### src/hw/rtl/pqb_pkg.sv
// ----------------------------------------------------------------------------
// pqb_pkg
// Shared codes and the command and status structures that join the queue
// bank controller to its datapath.
// ----------------------------------------------------------------------------
package pqb_pkg;

	localparam logic [1:0] OP_PUSH = 2'd0;
	localparam logic [1:0] OP_POP  = 2'd1;
	localparam logic [1:0] OP_COPY = 2'd2;

	localparam logic [1:0] ST_OK    = 2'd0;
	localparam logic [1:0] ST_EMPTY = 2'd1;
	localparam logic [1:0] ST_FULL  = 2'd2;

	typedef struct packed {
		logic clear_step;
		logic capture;
		logic queue_decide;
		logic push_step;
		logic pop_step;
		logic pop_resolve;
		logic pop_finish;
		logic load_out;
	} pqb_cmd_t;

	typedef struct packed {
		logic       clear_last;
		logic [1:0] op;
		logic       pool_full;
		logic       queue_empty;
		logic       push_last;
		logic       pop_last;
		logic       out_free;
	} pqb_stat_t;

endpackage

### src/hw/rtl/pqb_ctrl.sv
// ----------------------------------------------------------------------------
// pqb_ctrl
// Sequencer of the queue bank: clearing pass, request capture, queue table
// decision, link walks for push and pop, and the result hand-off.
// ----------------------------------------------------------------------------
module pqb_ctrl
	import pqb_pkg::*;
(
	input  logic      clk,
	input  logic      arst_n,
	input  logic      in_valid,
	output logic      in_stall,
	output pqb_cmd_t  cmd,
	input  pqb_stat_t stat
);

	localparam logic [2:0] S_CLEAR   = 3'd0;
	localparam logic [2:0] S_IDLE    = 3'd1;
	localparam logic [2:0] S_QREAD   = 3'd2;
	localparam logic [2:0] S_PUSH    = 3'd3;
	localparam logic [2:0] S_POP     = 3'd4;
	localparam logic [2:0] S_RESOLVE = 3'd5;
	localparam logic [2:0] S_FETCH   = 3'd6;
	localparam logic [2:0] S_DONE    = 3'd7;

	logic [2:0] state_q;
	logic [2:0] state_d;

	always_comb begin
		state_d  = state_q;
		cmd      = '0;
		in_stall = 1'b1;
		case (state_q)
			S_CLEAR: begin
				cmd.clear_step = 1'b1;
				if (stat.clear_last) begin
					state_d = S_IDLE;
				end
			end
			S_IDLE: begin
				in_stall = 1'b0;
				if (in_valid) begin
					cmd.capture = 1'b1;
					state_d     = S_QREAD;
				end
			end
			S_QREAD: begin
				cmd.queue_decide = 1'b1;
				if (stat.op == OP_PUSH && !stat.pool_full) begin
					state_d = S_PUSH;
				end else if (stat.op == OP_POP && !stat.queue_empty) begin
					state_d = S_POP;
				end else begin
					state_d = S_DONE;
				end
			end
			S_PUSH: begin
				cmd.push_step = 1'b1;
				if (stat.push_last) begin
					state_d = S_DONE;
				end
			end
			S_POP: begin
				cmd.pop_step = 1'b1;
				if (stat.pop_last) begin
					state_d = S_RESOLVE;
				end
			end
			S_RESOLVE: begin
				cmd.pop_resolve = 1'b1;
				state_d         = S_FETCH;
			end
			S_FETCH: begin
				cmd.pop_finish = 1'b1;
				state_d        = S_DONE;
			end
			S_DONE: begin
				if (stat.out_free) begin
					cmd.load_out = 1'b1;
					state_d      = S_IDLE;
				end
			end
			default: begin
				state_d = S_IDLE;
			end
		endcase
	end

	always_ff @(posedge clk or negedge arst_n) begin
		if (!arst_n) begin
			state_q <= S_CLEAR;
		end else begin
			state_q <= state_d;
		end
	end

endmodule

### config.mk
export PLATFORM = sky130hd
export DESIGN_NAME = pqb_ctrl
export DESIGN_NICKNAME = d
export VERILOG_FILES = /design/src/hw/rtl/pqb_pkg.sv /design/src/hw/rtl/pqb_ctrl.sv
export SDC_FILE = /design/constraint.sdc
export NUM_CORES = 1
export LEC_CHECK = 0
export ABC_CLOCK_PERIOD_IN_PS = 1850
export BUFFER_PORTS_ARGS = -buffer_cell sky130_fd_sc_hd__buf_4
export CAP_MARGIN = 20
export CORE_AREA = 2 2 39 41
export DETAILED_ROUTE_END_ITERATION = 6
export DIE_AREA = 0 0 41 43
export GPL_ROUTABILITY_DRIVEN = 0
export PLACE_DENSITY = 0.43
export REMOVE_ABC_BUFFERS = 1
export SLEW_MARGIN = 20
export SYNTH_ARGS = -nofsm -noshare
export SYNTH_HDL_FRONTEND = slang
export SYNTH_SLANG_ARGS = --single-unit
### constraint.sdc
create_clock -name clk -period 1.85 [get_ports clk]
set_input_delay 0.185 -clock clk [delete_from_list [all_inputs] [get_ports clk]]
set_output_delay 0.185 -clock clk [all_outputs]
set_load 0.01 [all_outputs]
=== After elaboration in Yosys (flattened, before gate mapping) ===
Cells that the tools add are included.
Widths: inputs -> output; s select.

* Output and inout bits: 9
* Flip-flop bits (word level): 3
* Input port bits: 11
* Logic and storage cells: 40

* Reductions and logical operators: 7
* Equality and inequality tests: 13
* Multiplexer cells: 19

{| class="wikitable"
|+ Operator list
! operator !! count
|-
| $pmux 3 s8 || 1
|-
| $mux 3 || 6
|-
| $eq 3x3->1 const B || 4
|-
| $mux 1 || 11
|-
| $ne 2x2->1 const B || 5
|-
| $eq 3x2->1 const B || 2
|-
| $reduce_and 5->1 || 1
|-
| $eq 3x1->1 const B || 1
|-
| $logic_not 3->1 || 1
|-
| $eq 2x1->1 const B || 1
|-
| $logic_and 1x1->1 || 2
|-
| $logic_not 1->1 || 2
|-
| $logic_not 2->1 || 1
|-
| $mux 2 || 1
|}

=== Longest topological paths before layout ===
Gate-level depths: netlist (run 1).

* Depth in word-level cells: 5
* Mapped depth: 4
* Gate-level depth less buffers: 3

=== Least setup slack after synthesis (run 1) ===
Ideal clock, no wire load.

* Path type: register to register
* Start: reg state_q[0]
* End: reg state_q[0]
* Data required time: 1,714 ps
* Setup slack: 593 ps
* Path buffers: 1
* Setup time: 136 ps
* Period minus slack after synthesis: 1,257 ps
* Data arrival time: 1,121 ps
* Stages on the path, launching flop included: 5
* Cell sequence: dfrtp_1 -> buf_6 -> or3_4 -> nor3b_2 -> o32ai_1

* Longest elaborated chain between the ends: 3
* Elaborated cells on any way between the ends: 15
* Those cells by class: 12 x eq/ne; 1 x mux; 2 x reduce/logical

{| class="wikitable"
|+ RTL lines
! element !! line !! RTL
|-
| from (decl) || pqb_ctrl.sv:26 || <nowiki>logic [2:0] state_q;</nowiki>
|-
| from (signal assigned) || pqb_ctrl.sv:93 || <nowiki>state_q <= state_d;</nowiki>
|-
| $eq 3x2->1 (tied with other cells) || pqb_ctrl.sv:33 || <nowiki>case (state_q)</nowiki>
|-
| $ne 2x2->1 (no line) || - ||
|-
| $reduce_and 5->1 (no line) || - ||
|}

Several ways; a longest one is shown, not always the timed one.
A chain may end at the register's enable or synchronous reset.

==> metrics.cfg, run 1 <==
[status]
status = finished clean

[global_routing]
initial_antenna_violation_count = 0
pin_count_of_the_biggest_net_entering_global_routing = 13
wire_length_of_the_first_global_routing_pass_mm = 1.08
first_global_vias = 254
grtUsageTotal_pct = 8.96
gr-total-overflow = 0

[clock_tree]
cts_tree = yes
numCtsBuffers = 3
clock-root-buffer = sky130_fd_sc_hd__clkbuf_4
cts.clk_slew.worst_paths_ps = 40
tritoncts_num_sinks = 3
clockBufferDepth = 2
worst_skew_pair.late_latency_ps = 230
resized_gates_after_cts = 0
maximum_level_of_the_cts_h_tree = 1
cts_post_setup_buffers_inserted = 0
postCtsHoldBufs = 1

[final_layout]
drive_above_1_share_pct = 49.0
finalNetCount = 63
mostFrequentLayoutCells = sky130_fd_sc_hd__buf_4, sky130_fd_sc_hd__nor3b_1, sky130_fd_sc_hd__nor2_1, sky130_fd_sc_hd__clkbuf_4, sky130_fd_sc_hd__dfrtp_1
flip_flop_count_of_the_largest_register_after_layout = 3
most_common_cell_after_layout_fill_and_taps_aside = sky130_fd_sc_hd__buf_4
regArea_um2 = 75.1
antenna_cells_inserted = 0
stdcell_area_um2 = 437
top_reg_by_flops = state_q
syn_to_final_growth_pct = 69.4
multi_input_area_um2 = 155
fillers = 159
layout_top_registers = state_q (3)

[synth]
yosysTopAreaCellShare_pct = 29.1
yosys.area_share.adder_pct = 0
post_synth_inst_count = 30
synth-xor-area-share_pct = 0
synth.mux.area_fraction_pct = 3.88
synth_warnings = 0
synth_sequential_area_ratio_pct = 29.1
synthDistinctLibCells = 21
leading_area_contributor_after_synthesis = sky130_fd_sc_hd__dfrtp_1
top_cells_by_area_in_the_synthesized_netlist = sky130_fd_sc_hd__dfrtp_1, sky130_fd_sc_hd__nor3b_1, sky130_fd_sc_hd__o32ai_2, sky130_fd_sc_hd__nor3b_2, sky130_fd_sc_hd__buf_6
synth_area_um2 = 258
synth_simple_gate_area_share_pct = 37.9
syn-mean-instance-area_um2 = 8.59
synth_top_family_by_area = simple AND/OR/NAND/NOR gates
synth_seq_cells = 3
compound_gate_portion_of_the_synthesized_area_pct = 18.4

[sta]
max_slew_violations = 0
rsz_0062_raised_after_global_routing = false
finClkSkew_ps = 0.541
period_share_pct = 78.6
maxSlewHeadroom_pct = 75.4
period_minus_slack_ps = 1450
setup-tns-final_ps = 0
worst_tran_pin_value_ps = 369
maxClockFrequency_ghz = 0.688
report.final.setup_viol = 0
hold_viol = 0

[die]
initial_core_util_pct = 18.6
die_h_um = 43
placeableCoreArea_mm2 = 0.00138
die-area_mm2 = 0.00176
num_io_pins = 20
placementRows = 14
die_w_um = 41

[worst_setup_path]
worstSetupStartpoint = state_q[0]
cp-end-kind = primary output
critical_path.reg2reg.startpoint = state_q[2]
critical_path_required_ps = 1660
crit_chain = nor2b_1 > nand2b_1 > nor2_1 > buf_4
crit_path_start_kind = flip-flop
critPathArrivalTime_ps = 1270
worstSetupPathType = flip-flop to primary output
crit_slowest_cell = sky130_fd_sc_hd__dfrtp_1
critical_path_peak_fanout = 9
timing.critical_path.slowest_cell_delay_ps = 490

[detailed_routing]
route.vias.total = 280
drt_wl_total_um = 718
drt_pre_antenna_iters = 4
ant_nets = 0
wirelength_per_cell_um = 10.7
vias_per_cell = 4.18
drt-initial-drc-count = 4
remaining_drc_errors = 0

[power_and_ir_drop]
ir_drop_uv = 259
pwr_density_cell_mw_per_mm2 = 1300
static-leakage-power_nw = 0.207

[run]
maxCapViolations = 0

[min_path]
timing.hold.worst.start = stat[3]
min_path_type = primary input to flip-flop

[placed_design]
final_hpwl_from_detailed_placement_um = 562
port_buffers = 19
placed_area_um2 = 400

==> through the flow <==
step	hold slack, ps	cells	total power, mW	utilization [%]	setup WS, ps
4_1_cts	228	67	0.578	31.6	385
3_3_place_gp	-23.3	62	0.462	28.9	503
2_1_floorplan	-111	27	0.320	-	597
5_1_grt	235	67	0.624	31.6	228
6_report	230	67	0.570	31.6	396
3_5_place_dp	-24.6	62	0.462	28.9	493
==> report_power, final <==
group	internal (mW)	switching, mW	total [mW]	leakage (nW)
Combinational	0.163	0.113	0.276	0.160
Clock	0.0806	0.0305	0.111	0.0150
Sequential	0.0956	0.0869	0.182	0.0315
==> routing by layer <==
layer  global-route usage, %  vias to the layer above  wire (um)
li1                        -                      148          -
met4                    4.00                        0          0
met1                    13.0                      122        309
met2                    12.5                       10        344
met3                    1.57                        0         63
met5                       0                        -          0
==> layout make-up <==
type                    instances  area share, %
multi-input cells              22           35.5
flip-flops and latches          3           17.2
repair buffers                 20           35.0
well taps                      16           4.58
inverters                       2           1.72
clock buffers                   4           6.02
==> synthesized netlist by cell type <==
cell type,instances
sky130_fd_sc_hd__a21oi_1,2
sky130_fd_sc_hd__and2_1,1
sky130_fd_sc_hd__and3_1,1
sky130_fd_sc_hd__buf_2,1
sky130_fd_sc_hd__buf_6,1
sky130_fd_sc_hd__clkbuf_1,1
sky130_fd_sc_hd__dfrtp_1,3
sky130_fd_sc_hd__inv_1,2
sky130_fd_sc_hd__mux2i_1,1
sky130_fd_sc_hd__nand2b_1,1
sky130_fd_sc_hd__nand3_1,1
sky130_fd_sc_hd__nor2_1,3
sky130_fd_sc_hd__nor2b_1,1
sky130_fd_sc_hd__nor3_1,2
sky130_fd_sc_hd__nor3b_1,3
sky130_fd_sc_hd__nor3b_2,1
sky130_fd_sc_hd__o21a_1,1
sky130_fd_sc_hd__o21ai_0,1
sky130_fd_sc_hd__o32ai_1,1
sky130_fd_sc_hd__o32ai_2,1
sky130_fd_sc_hd__or3_4,1
==> logic make-up after synthesis <==
| group | count (synthesis) |
|---|---|
| AO/OA/AOI/OAI | 6 |
| multiplexers | 1 |
| flip-flops | 3 |
| AND/OR/NAND/NOR | 15 |
| buffers and inverters | 5 |
==> worst max-delay path: cells and delay by family (launching register included) <==
family                 cells  cell delay (ps)
flip-flops                 1              490
buffers and inverters      1              120
AND/OR/NAND/NOR            3              430
==> path summary, 6_finish.rpt <==
check | to | slack, ps | depth (start not counted)
min in group asynchronous | state_q[0] | 280 | 2
min | state_q[0] | 230 | 3
max reg2reg | state_q[0] | 490 | 3
max in group asynchronous | state_q[1] | 1480 | 2
min reg2reg | state_q[2] | 650 | 1
max | cmd[6] | 400 | 4
No activity file was read; power rests on OpenSTA's default activity.
==> run 2: changes to the inputs <==
--- a/config.mk
+++ b/config.mk
@@ -5,14 +5,14 @@
 export SDC_FILE = /design/constraint.sdc
 export NUM_CORES = 1
 export LEC_CHECK = 0
-export ABC_CLOCK_PERIOD_IN_PS = 1850
+export ABC_CLOCK_PERIOD_IN_PS = 1290
 export BUFFER_PORTS_ARGS = -buffer_cell sky130_fd_sc_hd__buf_4
 export CAP_MARGIN = 20
 export CORE_AREA = 2 2 39 41
 export DETAILED_ROUTE_END_ITERATION = 6
 export DIE_AREA = 0 0 41 43
 export GPL_ROUTABILITY_DRIVEN = 0
-export PLACE_DENSITY = 0.43
+export PLACE_DENSITY = 0.45
 export REMOVE_ABC_BUFFERS = 1
 export SLEW_MARGIN = 20
 export SYNTH_ARGS = -nofsm -noshare
==> constraint.sdc (replaced) <==
create_clock -name clk -period 1.29 [get_ports clk]
set_input_delay 0.129 -clock clk [delete_from_list [all_inputs] [get_ports clk]]
set_output_delay 0.129 -clock clk [all_outputs]
set_load 0.01 [all_outputs]
==> metrics.cfg, run 2 (same netlist as run 1, synthesis figures left out) <==
[sta]
rsz_0062_raised_after_global_routing = true
period_minus_slack_ps = 1290
maxClockFrequency_ghz = 0.774
setup-tns-final_ps = -1.72
hold_viol = 0
final.setup.worst_slack_ps = -1.72
max_slew_violations = 0
maxSlewHeadroom_pct = 85.6
worst_tran_pin_value_ps = 215
finClkSkew_ps = 2.21
period_share_pct = 100
report.final.setup_viol = 1

[power_and_ir_drop]
static-leakage-power_nw = 0.257
ir_drop_uv = 963
switching_share_pct = 36.2
p_int_mw = 0.682
p_comb_share_pct = 65.6
net-switching-power_mw = 0.387
pwr-share-seq_pct = 19.0
clkPwrFrac_pct = 15.4
pwr_density_cell_mw_per_mm2 = 2030

[placed_design]
placed_area_um2 = 423
final_hpwl_from_detailed_placement_um = 568
port_buffers = 19

[status]
violations = setup timing
status = complete, but fails checks

[worst_setup_path]
critPathArrivalTime_ps = 1160
crit_chain = buf_6 > nor2b_4 > nand2b_1 > nor2_1 > buf_4
critical_path.reg2reg.startpoint = state_q[2]
cp-end-kind = primary output
worst-r2r-cell-count = 3
worst_r2r_endpoint = state_q[0]
crit_slowest_cell = sky130_fd_sc_hd__dfrtp_1
path_depth = 5
timing.reg2reg.setup_slack_ps = 80
critical_path.top_delay_family = flip-flops
path_buf_inv = 2
critical_path_peak_fanout = 5
timing.critical_path.slowest_cell_delay_ps = 400
worstSetupPathType = flip-flop to primary output
critical_path.endpoint = cmd[6]
crit_path_start_kind = flip-flop
critical_path_required_ps = 1160
worstSetupStartpoint = state_q[2]

[detailed_routing]
drt-initial-drc-count = 1
drt_pre_antenna_iters = 4
ant_nets = 0
remaining_drc_errors = 0
vias_per_cell = 4.21
route.vias.total = 316
drt_wl_total_um = 740
wirelength_per_cell_um = 9.87

[die]
die-area_mm2 = 0.00176
placeableCoreArea_mm2 = 0.00138
num_io_pins = 20
die_w_um = 41
die_h_um = 43
initial_core_util_pct = 18.6
placementRows = 14

[global_routing]
initial_antenna_violation_count = 0
grtUsageTotal_pct = 10.9
gr-total-overflow = 0
wire_length_of_the_first_global_routing_pass_mm = 1.26
pin_count_of_the_biggest_net_entering_global_routing = 13
first_global_vias = 312

[clock_tree]
clockBufferDepth = 2
numCtsBuffers = 3
clock-root-buffer = sky130_fd_sc_hd__clkbuf_4
worst_skew_pair.late_latency_ps = 230
tritoncts_num_sinks = 3
cts.clk_slew.worst_paths_ps = 40
maximum_level_of_the_cts_h_tree = 1
cts_tree = yes

[final_layout]
mostFrequentLayoutCells = sky130_fd_sc_hd__buf_4, sky130_fd_sc_hd__buf_6, sky130_fd_sc_hd__clkbuf_4
layout_top_registers = state_q (3)
drive_above_1_share_pct = 62.7
antenna_cells_inserted = 0
fillers = 149
stdcell_area_um2 = 528
top_reg_by_flops = state_q
finalNetCount = 71
flip_flop_count_of_the_largest_register_after_layout = 3
syn_to_final_growth_pct = 105
most_common_cell_after_layout_fill_and_taps_aside = sky130_fd_sc_hd__buf_4

[run]
maxCapViolations = 0

[min_path]
min_path_cells = 3
min_path_type = primary input to flip-flop

## run 2: per-stage QoR
| stage | util (%) | hold WS (ps) | setup WS (ps) | std cells | total power [mW] |
|---|---|---|---|---|---|
| after floorplan | - | -167 | 36.7 | 27 | 0.459 |
| after global placement | 30.6 | -78.3 | 111 | 65 | 0.727 |
| after detailed placement | 30.6 | -77.4 | 96.0 | 65 | 0.721 |
| after CTS | 35.2 | 166 | -6.34 | 71 | 0.983 |
| after global routing | 38.2 | 199 | -99.9 | 75 | 1.17 |
| final | 38.2 | 169 | -1.72 | 75 | 1.07 |
## run 2: cell type report
cell class              instances  area (um^2)  area share, %
inverters                       2         7.51           1.42
multi-input cells              22          170           32.2
well taps                      16         20.0           3.79
flip-flops and latches          3         76.3           14.5
clock buffers                   4         26.3           4.98
repair buffers                 28          228           43.1
## run 2: worst register-to-register path, stage by stage (launching register included)
cell,delay (ps)
sky130_fd_sc_hd__dfrtp_1,400
sky130_fd_sc_hd__or3_4,390
sky130_fd_sc_hd__nor3b_2,200
sky130_fd_sc_hd__o32ai_1,100
## run 2: power by group through the flow
| stage | clock (mW) | combinational (mW) | sequential, mW |
|---|---|---|---|
| final | 0.165 | 0.701 | 0.204 |
| after CTS | 0.174 | 0.606 | 0.203 |
| after detailed placement | 0 | 0.525 | 0.196 |
| after global placement | 0 | 0.530 | 0.196 |
| after floorplan | 0 | 0.232 | 0.227 |
| after global routing | 0.186 | 0.768 | 0.215 |
## run 2: per-layer routing
metal / wire, um / up-vias / track usage, %
li1: - / 165 / -
met1: 327 / 141 / 13.9
met2: 365 / 10 / 13.8
met3: 47 / 0 / 4.71
met4: 0 / 0 / 8.00
met5: 0 / - / 0
## run 2: worst min path at each step
stage | from | to | slack (ps)
2_1_floorplan | arst_n | state_q[0] | -170
3_3_place_gp | arst_n | state_q[1] | -80
3_5_place_dp | arst_n | state_q[1] | -80
4_1_cts | stat[3] | state_q[0] | 170
5_1_grt | stat[3] | state_q[0] | 200
6_report | stat[3] | state_q[0] | 170
## run 2: repair_timing
| item | in CTS | in global routing |
|---|---|---|
| pin swaps | 0 | 1 |
| endpoints found under the hold margin | 3 | 0 |
| endpoints found under the setup margin | 4 | 7 |
| hold buffers | 1 | 0 |
| setup buffers | 1 | 4 |
| resized for setup | 6 | 3 |
==> run 3: changes to the inputs <==
--- a/config.mk
+++ b/config.mk
@@ -14,6 +14,7 @@
 export GPL_ROUTABILITY_DRIVEN = 0
 export PLACE_DENSITY = 0.45
 export REMOVE_ABC_BUFFERS = 1
+export SKIP_LAST_GASP = 1
 export SLEW_MARGIN = 20
 export SYNTH_ARGS = -nofsm -noshare
 export SYNTH_HDL_FRONTEND = slang
==> metrics.cfg, run 3 (same netlist as run 1, synthesis figures left out) <==
[worst_setup_path]
critical_path_peak_fanout = 5
critical_path_required_ps = 1160
critical_path.top_delay_family = flip-flops
timing.critical_path.slowest_cell_delay_ps = 380
crit_path_start_kind = flip-flop
cp-end-kind = primary output
worstSetupPathType = flip-flop to primary output
critPathArrivalTime_ps = 1170
path_depth = 5
path_buf_inv = 2
timing.reg2reg.setup_slack_ps = 90
worst-r2r-cell-count = 3
crit_slowest_cell = sky130_fd_sc_hd__dfrtp_1
crit_chain = buf_4 > nor2b_4 > nand2b_1 > nor2_1 > buf_4
crit_top_cell = sky130_fd_sc_hd__buf_4

[final_layout]
mostFrequentLayoutCells = sky130_fd_sc_hd__buf_4, sky130_fd_sc_hd__clkbuf_4
fillers = 147
syn_to_final_growth_pct = 96.1
final_cell_count_no_fill = 73
finalNetCount = 69
layout_top_registers = state_q (3)
antenna_cells_inserted = 0
top_reg_by_flops = state_q
flip_flop_count_of_the_largest_register_after_layout = 3
drive_above_1_share_pct = 61.4
most_common_cell_after_layout_fill_and_taps_aside = sky130_fd_sc_hd__buf_4

[sta]
setup-tns-final_ps = -4.88
rsz_0062_raised_after_global_routing = true
finClkSkew_ps = 1.91
maxClockFrequency_ghz = 0.772
hold_viol = 0
worst_tran_pin_value_ps = 215
period_share_pct = 100
maxSlewHeadroom_pct = 85.6
period_minus_slack_ps = 1290
report.final.setup_viol = 1
max_slew_violations = 0
final.hold.worst_slack_ps = 169
final.setup.worst_slack_ps = -4.88

[run]
maxCapViolations = 0

[status]
status = complete, but fails checks
violations = setup timing

[clock_tree]
worst_skew_pair.late_latency_ps = 230
cts.clk_slew.worst_paths_ps = 40
tritoncts_num_sinks = 3
clock-root-buffer = sky130_fd_sc_hd__clkbuf_4
cts_tree = yes
maximum_level_of_the_cts_h_tree = 1
clockBufferDepth = 2
numCtsBuffers = 3

[global_routing]
wire_length_of_the_first_global_routing_pass_mm = 1.26
pin_count_of_the_biggest_net_entering_global_routing = 13
gr-total-overflow = 0
first_global_vias = 312
initial_antenna_violation_count = 0
grtUsageTotal_pct = 10.9

[detailed_routing]
drt_wl_total_um = 724
wirelength_per_cell_um = 9.92
drt-initial-drc-count = 1
drt_pre_antenna_iters = 3
remaining_drc_errors = 0
ant_nets = 0
route.vias.total = 317
vias_per_cell = 4.34

[die]
die_h_um = 43
placementRows = 14
num_io_pins = 20
die-area_mm2 = 0.00176
placeableCoreArea_mm2 = 0.00138
die_w_um = 41
initial_core_util_pct = 18.6

[power_and_ir_drop]
clkPwrFrac_pct = 16.3
ir_drop_uv = 962
switching_share_pct = 37.1
p_total_mw = 1.01
pwr-share-seq_pct = 19.7
p_int_mw = 0.634
net-switching-power_mw = 0.374
p_comb_share_pct = 64.0
pwr_density_cell_mw_per_mm2 = 1990
static-leakage-power_nw = 0.245

[placed_design]
port_buffers = 19
final_hpwl_from_detailed_placement_um = 568
dp_cells = 65

[min_path]
min_path_cells = 3
min_path_type = primary input to flip-flop

## run 3: cell count changes in the layout (fill, tap and decap cells not counted), sizes merged
cell,before,now
buf,27,25
## run 3: tightest hold or removal path: cells and delay by family
| family | cells | cell delay (ps) |
|---|---|---|
| compound gates | 1 | 100 |
| buf+inv | 1 | 80 |
| simple gates | 1 | 40 |
## run 3: stage by stage
step	setup slack [ps]	area (um^2)	util, %
after floorplan	36.7	238	-
after global placement	111	423	30.6
after detailed placement	96.0	423	30.6
after CTS	-23.8	483	34.9
after global routing	-99.9	505	36.5
final	-4.88	505	36.5
## run 3: repair_timing
| item | in CTS | in global routing |
|---|---|---|
| setup endpoints to repair | 4 | 7 |
| endpoints found under the hold margin | 3 | 0 |
| hold buffers | 1 | 0 |
| setup buffers | 1 | 2 |
| gates resized for setup | 5 | 2 |
## run 3: power by group through the flow
stage | registers (mW) | clock network [mW] | logic, mW
finish | 0.198 | 0.164 | 0.645
global route | 0.210 | 0.186 | 0.711
CTS | 0.201 | 0.174 | 0.597
detailed placement | 0.196 | 0 | 0.525
global placement | 0.196 | 0 | 0.530
floorplan | 0.227 | 0 | 0.232
## run 3: path summary, 6_finish.rpt
| path | startpoint | end |
|---|---|---|
| max | state_q[2] | cmd[6] |
| min | stat[3] | state_q[0] |
| max reg2reg | state_q[0] | state_q[0] |
| min reg2reg | state_q[0] | state_q[2] |
| max in group asynchronous | arst_n | state_q[1] |
| min in group asynchronous | arst_n | state_q[0] |
## run 3: layout make-up
class | count | area [um^2] | share of cell area (%)
Sequential cell | 3 | 76.3 | 15.1
Timing Repair Buffer | 26 | 205 | 40.6
Tap cell | 16 | 20.0 | 3.96
Multi-Input combinational cell | 22 | 170 | 33.7
Clock buffer | 4 | 26.3 | 5.20
Inverter | 2 | 7.51 | 1.49
## run 3: layer usage
| layer | share of wire (%) | GRT usage, % | up-vias |
|---|---|---|---|
| met1 | 43 | 13.9 | 146 |
| met5 | 0 | 0 | - |
| met4 | 0 | 8.00 | 0 |
| li1 | - | - | 161 |
| met2 | 51 | 13.8 | 10 |
| met3 | 6.5 | 4.71 | 0 |
